File: src/hw/rtl/oaht_pkg.sv
package oaht_pkg;

  localparam int unsigned OpW    = 2;
  localparam int unsigned KindW  = 2;
  localparam int unsigned WordW  = 64;
  localparam int unsigned StatW  = 2;
  localparam int unsigned LimitW = 6;
  localparam logic [LimitW-1:0] LoadLimitRst = 6'd48;

  typedef enum logic [OpW-1:0] {
    OP_GET = 2'd0,
    OP_SET = 2'd1,
    OP_DEL = 2'd2,
    OP_NOP = 2'd3
  } op_e;

  typedef enum logic [StatW-1:0] {
    ST_OK       = 2'd0,
    ST_NOTFOUND = 2'd1,
    ST_FULL     = 2'd2,
    ST_RSVD     = 2'd3
  } status_e;

  localparam logic [1:0] MarkEmpty = 2'd0;
  localparam logic [1:0] MarkLive  = 2'd1;
  localparam logic [1:0] MarkTomb  = 2'd2;

  localparam logic [KindW-1:0] KindBool = 2'd0;

  typedef struct packed {
    logic [OpW-1:0]   opcode;
    logic [KindW-1:0] key_kind;
    logic [WordW-1:0] key_word;
    logic [WordW-1:0] new_value;
  } req_t;

  typedef struct packed {
    logic [StatW-1:0] status;
    logic             was_new_key;
    logic [WordW-1:0] read_value;
  } rsp_t;

  // req_t with the folded hash, built by the front end
  typedef struct packed {
    req_t        req;
    logic [31:0] hash;
  } cmd_t;

endpackage

File: src/hw/rtl/oaht_if.sv
interface oaht_req_if;
  logic              valid;
  logic              ready;
  oaht_pkg::req_t    payload;
  modport source (output valid, output payload, input ready);
  modport sink   (input valid, input payload, output ready);
endinterface


File: src/hw/rtl/oaht_front.sv
module oaht_front (
  input  logic                  clk_i,
  input  logic                  rst_ni,
  oaht_req_if.sink              req,
  output logic                  cmd_valid_o,
  input  logic                  cmd_ready_i,
  output oaht_pkg::cmd_t        cmd_o
);
  import oaht_pkg::*;

  // two-entry queue toward the probe engine
  cmd_t       q_mem [2];
  logic       wr_ptr_q, wr_ptr_d, rd_ptr_q, rd_ptr_d;
  logic [1:0] cnt_q, cnt_d;
  cmd_t       cmd;
  logic       push, pop;

  always_comb begin
    cmd.req = req.payload;
    if (req.payload.key_kind == KindBool) begin
      cmd.req.key_word = {{(WordW-1){1'b0}}, req.payload.key_word[0]};
      cmd.hash = {31'd0, req.payload.key_word[0]};
    end else begin
      cmd.hash = req.payload.key_word[31:0] ^ req.payload.key_word[63:32];
    end
  end

  assign req.ready   = (cnt_q != 2'd2);
  assign push        = req.valid && req.ready;
  assign cmd_valid_o = (cnt_q != 2'd0);
  assign pop         = cmd_valid_o && cmd_ready_i;
  assign cmd_o       = q_mem[rd_ptr_q];
  assign wr_ptr_d    = wr_ptr_q ^ push;
  assign rd_ptr_d    = rd_ptr_q ^ pop;
  assign cnt_d       = cnt_q + {1'b0, push} - {1'b0, pop};

  always_ff @(posedge clk_i) begin
    if (push) q_mem[wr_ptr_q] <= cmd;
  end

  always_ff @(posedge clk_i or negedge rst_ni) begin
    if (!rst_ni) begin
      wr_ptr_q <= 1'b0;
      rd_ptr_q <= 1'b0;
      cnt_q    <= 2'd0;
    end else begin
      wr_ptr_q <= wr_ptr_d;
      rd_ptr_q <= rd_ptr_d;
      cnt_q    <= cnt_d;
    end
  end

  assert property (@(posedge clk_i) disable iff (!rst_ni) cnt_q <= 2'd2)
    else $error("queue count overflow");
  assert property (@(posedge clk_i) disable iff (!rst_ni)
    (cnt_q == 2'd0) |-> !pop) else $error("pop from empty queue");
  assert property (@(posedge clk_i) disable iff (!rst_ni)
    (cnt_q == 2'd2 && !pop) |=> (cnt_q == 2'd2)) else $error("full queue lost entry");

endmodule

File: src/flat_wrapper.sv
// flat-port wrapper written by rule: the top's interface ports become plain ports
module oaht_front_flat import oaht_pkg::*;
  (clk_i, rst_ni, cmd_valid_o, cmd_ready_i, cmd_o, req_valid, req_payload, req_ready);
  oaht_req_if req_i ();
  input  logic clk_i;
  input  logic rst_ni;
  output logic cmd_valid_o;
  input  logic cmd_ready_i;
  output oaht_pkg::cmd_t cmd_o;
  input wire logic [$bits(req_i.valid)-1:0] req_valid;
  input wire logic [$bits(req_i.payload)-1:0] req_payload;
  output wire logic [$bits(req_i.ready)-1:0] req_ready;
  assign req_i.valid = req_valid;
  assign req_i.payload = req_payload;
  assign req_ready = req_i.ready;
  oaht_front u_core (.clk_i(clk_i), .rst_ni(rst_ni), .req(req_i), .cmd_valid_o(cmd_valid_o), .cmd_ready_i(cmd_ready_i), .cmd_o(cmd_o));
endmodule
File: config.mk
export PLATFORM = sky130hd
export DESIGN_NAME = oaht_front_flat
export DESIGN_NICKNAME = d
export VERILOG_FILES = /design/src/hw/rtl/oaht_pkg.sv /design/src/hw/rtl/oaht_if.sv /design/src/hw/rtl/oaht_front.sv /design/src/flat_wrapper.sv
export SDC_FILE = /design/constraint.sdc
export NUM_CORES = 1
export LEC_CHECK = 0
export ABC_AREA = 0
export BUFFER_PORTS_ARGS = -buffer_cell sky130_fd_sc_hd__buf_4
export CAP_MARGIN = 10
export CORE_UTILIZATION = 40
export DETAILED_ROUTE_END_ITERATION = 10
export MAX_ROUTING_LAYER = met4
export PLACE_DENSITY = 0.71
export SLEW_MARGIN = 20
export SYNTH_ARGS = -nofsm -noshare
export SYNTH_HDL_FRONTEND = slang
export SYNTH_SLANG_ARGS = --single-unit
File: constraint.sdc
create_clock -name clk_i -period 6.02 [get_ports clk_i]
set_input_delay 0.602 -clock clk_i [delete_from_list [all_inputs] [get_ports clk_i]]
set_output_delay 0.602 -clock clk_i [all_outputs]
set_load 0.01 [all_outputs]
==> results.sh <==
export IMPL_status="finished, final reports clean"
export IMPL_power_leakage_nw=6.18
export IMPL_hp_class="in2reg"
export IMPL_p_int_mw=5.72
export IMPL_drive_gt1_share_pct=52.3
export IMPL_avgSynthCellArea_um2=19.4
export IMPL_yosysWarnings=0
export IMPL_arrival_ns=2.82
export IMPL_cp_start_kind="flop"
export IMPL_p_switching_mw=2.23
export IMPL_clock_power_share_pct=26.4
export IMPL_grt_pass1_wl_mm=38.5
export IMPL_finalCritPeriodShare_pct=56.9
export IMPL_slew_viol_final=0
export IMPL_critPathMaxFanout=95
export IMPL_vias=6727
export IMPL_hpwl_mm=16.0
export IMPL_drv_cap=0
export IMPL_layout_commonest_cell="edfxtp_1"
export IMPL_clk_path_buf_depth=3
export IMPL_end_kind="primary output"
export IMPL_die_x_um=182
export IMPL_nets=1126
export IMPL_rsz0062_at_grt="false"
export IMPL_grt_pass1_vias=7064
export IMPL_cp_slowest_stage_delay_ns=1.07
export IMPL_port_buffers=301
export IMPL_seq_power_share_pct=42.7
export IMPL_die_h_um=182
export IMPL_drt_pass1_iter_count=5
export IMPL_crit_slowest_cell="dfrtp_4"
export IMPL_cts_max_level=2
export IMPL_switching_share_pct=28.1
export IMPL_ys_types=17
export IMPL_timing_slew_headroom_pct=30.3
export IMPL_post_cts_buffers=0
export IMPL_cts_tree="built"
export IMPL_wire_per_inst_um=18.2
export IMPL_ios=302
export IMPL_area_growth_pct=29.0
export IMPL_worstPathRequired_ns=5.42
export IMPL_multi_input_area_mm2=0.00278
export IMPL_drt_initial_drc_count=311
export IMPL_hold_viol_final=0
export IMPL_finClkSkew_ns=0.0105
export IMPL_numClockSinks=332
export IMPL_grt_max_degree=96
export IMPL_routabilityCongestion=0.719
export IMPL_setup_viol=0
export IMPL_remaining_drc_errors=0
export IMPL_final_cell_mix="edfxtp_1 (328), buf_4 (306), mux2_2 (164)"
export IMPL_fp_row_count=65
export IMPL_wl_mm=25.7
export IMPL_vias_per_cell=4.77
export IMPL_cts_root_buffer="clkbuf_16"
export IMPL_cts_buffers=37
export IMPL_coreArea_mm2=0.0317
export IMPL_fillers=2597
export IMPL_syn_num_nets=807
export IMPL_worstSetupPathType="reg2out"
export IMPL_clk_pin_slew_worst_paths_ns=0.06
export IMPL_worstPathCellList="buf_12, mux2_2, buf_4"
export IMPL_fmax_mhz=292
export IMPL_initial_utilization_pct=40.8
export IMPL_worst_slew_pin_slew_ns=1.04
export IMPL_dieArea_mm2=0.0331
export IMPL_clkLatencyLatePin_ns=0.51
export IMPL_postSynthCellCount=667
export IMPL_setup_tns_ns=0
export IMPL_grt_remaining_overflow=0
export IMPL_period_minus_slack_ns=3.43
export IMPL_pwr_share_comb_pct=30.9
export IMPL_antenna_left=0
export IMPL_seq_area_mm2=0.00995
export IMPL_grt_usage_pct=15.5
export IMPL_power_density_mw_per_mm2=476
export IMPL_yosysSeqAreaShare_pct=76.8
export IMPL_ys_seq_elements=332
export IMPL_ir_drop_mv=0.299
export IMPL_power_mw=7.95
export IMPL_synth_cell_area_mm2=0.0130
export IMPL_antenna_found_initial=1
[timing repair]
item                                   4_1_cts  5_1_grt
gates resized for setup                      0        0
hold buffers                                 1        0
endpoints found under the hold margin        4        0
[cells by family after synthesis]
group	share of synthesized area, %
AND/OR/NAND/NOR	4.07
flip-flops	76.8
XOR/XNOR	2.37
buffers and inverters	2.03
adder cells (fa/ha/maj)	0.386
AO/OA/AOI/OAI	0.0966
multiplexers	14.3
[layout make-up]
class,instances,area share [%]
Antenna cell,1,0.0150
Clock buffer,45,5.97
Clock inverter,16,0.794
Sequential cell,332,59.6
Timing Repair Buffer,308,13.9
Multi-Input combinational cell,302,16.6
Inverter,5,0.112
Tap cell,402,3.01
[critical path, delay by kind of cell (launching register included)]
kind / cells / cell delay (ns)
mux: 1 / 0.42
flops: 1 / 1.07
buf+inv: 2 / 0.58
[flip-flops by register name (all words and copies together) (netlist names)]
register / cells
u_core.wr_ptr_q: 1
u_core.cnt_q: 2
u_core.rd_ptr_q: 1
u_core.q_mem: 328
[metal layers]
layer	vias up	wire length, µm	global-route usage (%)
li1	3162	-	-
met1	3281	10500	18.1
met2	239	12200	24.9
met3	45	2440	5.94
met4	0	547	4.30
met5	-	0	-
[power by group through the flow]
stage / Clock, mW / Combinational [mW] / Sequential, mW
detailed placement: 0 / 2.50 / 3.45
global placement: 0 / 2.50 / 3.42
CTS: 2.16 / 2.51 / 3.40
finish: 2.10 / 2.45 / 3.40
floorplan: 0 / 1.51 / 3.40
global route: 2.25 / 2.63 / 3.45
[worst paths after layout]
check,end,depth (start not counted),start,slack [ns]
max in group asynchronous,u_core.rd_ptr_q,2,rst_ni,5.47
worst max register to register,u_core.q_mem[0][140],4,u_core.cnt_q[1],3.34
min in group asynchronous,u_core.cnt_q[0],2,rst_ni,0.43
worst max-delay path,cmd_o[107],3,u_core.rd_ptr_q,2.59
worst min-delay path,u_core.q_mem[0][59],1,req_payload[27],0.28
worst min register to register,u_core.cnt_q[1],1,u_core.cnt_q[1],0.52
[through the flow]
| step | setup WS (ns) | hold WS (ns) | instance area, µm² | cells | util (%) |
|---|---|---|---|---|---|
| finish | 2.59 | 0.279 | 16700 | 1411 | 52.7 |
| CTS | 2.58 | 0.249 | 16700 | 1410 | 52.7 |
| detailed placement | 3.14 | 0.403 | 15600 | 1348 | 49.1 |
| global placement | 3.12 | 0.401 | 15600 | 1348 | 49.1 |
| global route | 2.46 | 0.246 | 16700 | 1411 | 52.7 |
| floorplan | 0.900 | 0.306 | 13000 | 667 | - |
[Yosys cell counts (all sizes together)]
master | instances | area, µm²
inv | 5 | 18.8
dfrtp | 4 | 100
buf | 26 | 236
nor2 | 32 | 120
or2 | 1 | 6.26
o21ai | 1 | 5.00
and2 | 1 | 6.26
ha | 4 | 50.1
o21a | 1 | 7.51
nand2b | 1 | 6.26
clkbuf | 2 | 7.51
xnor2 | 34 | 298
mux2 | 164 | 1850
xor2 | 1 | 8.76
nor2b | 62 | 388
edfxtp | 328 | 9850
No activity file was read; power rests on OpenSTA's default activity.
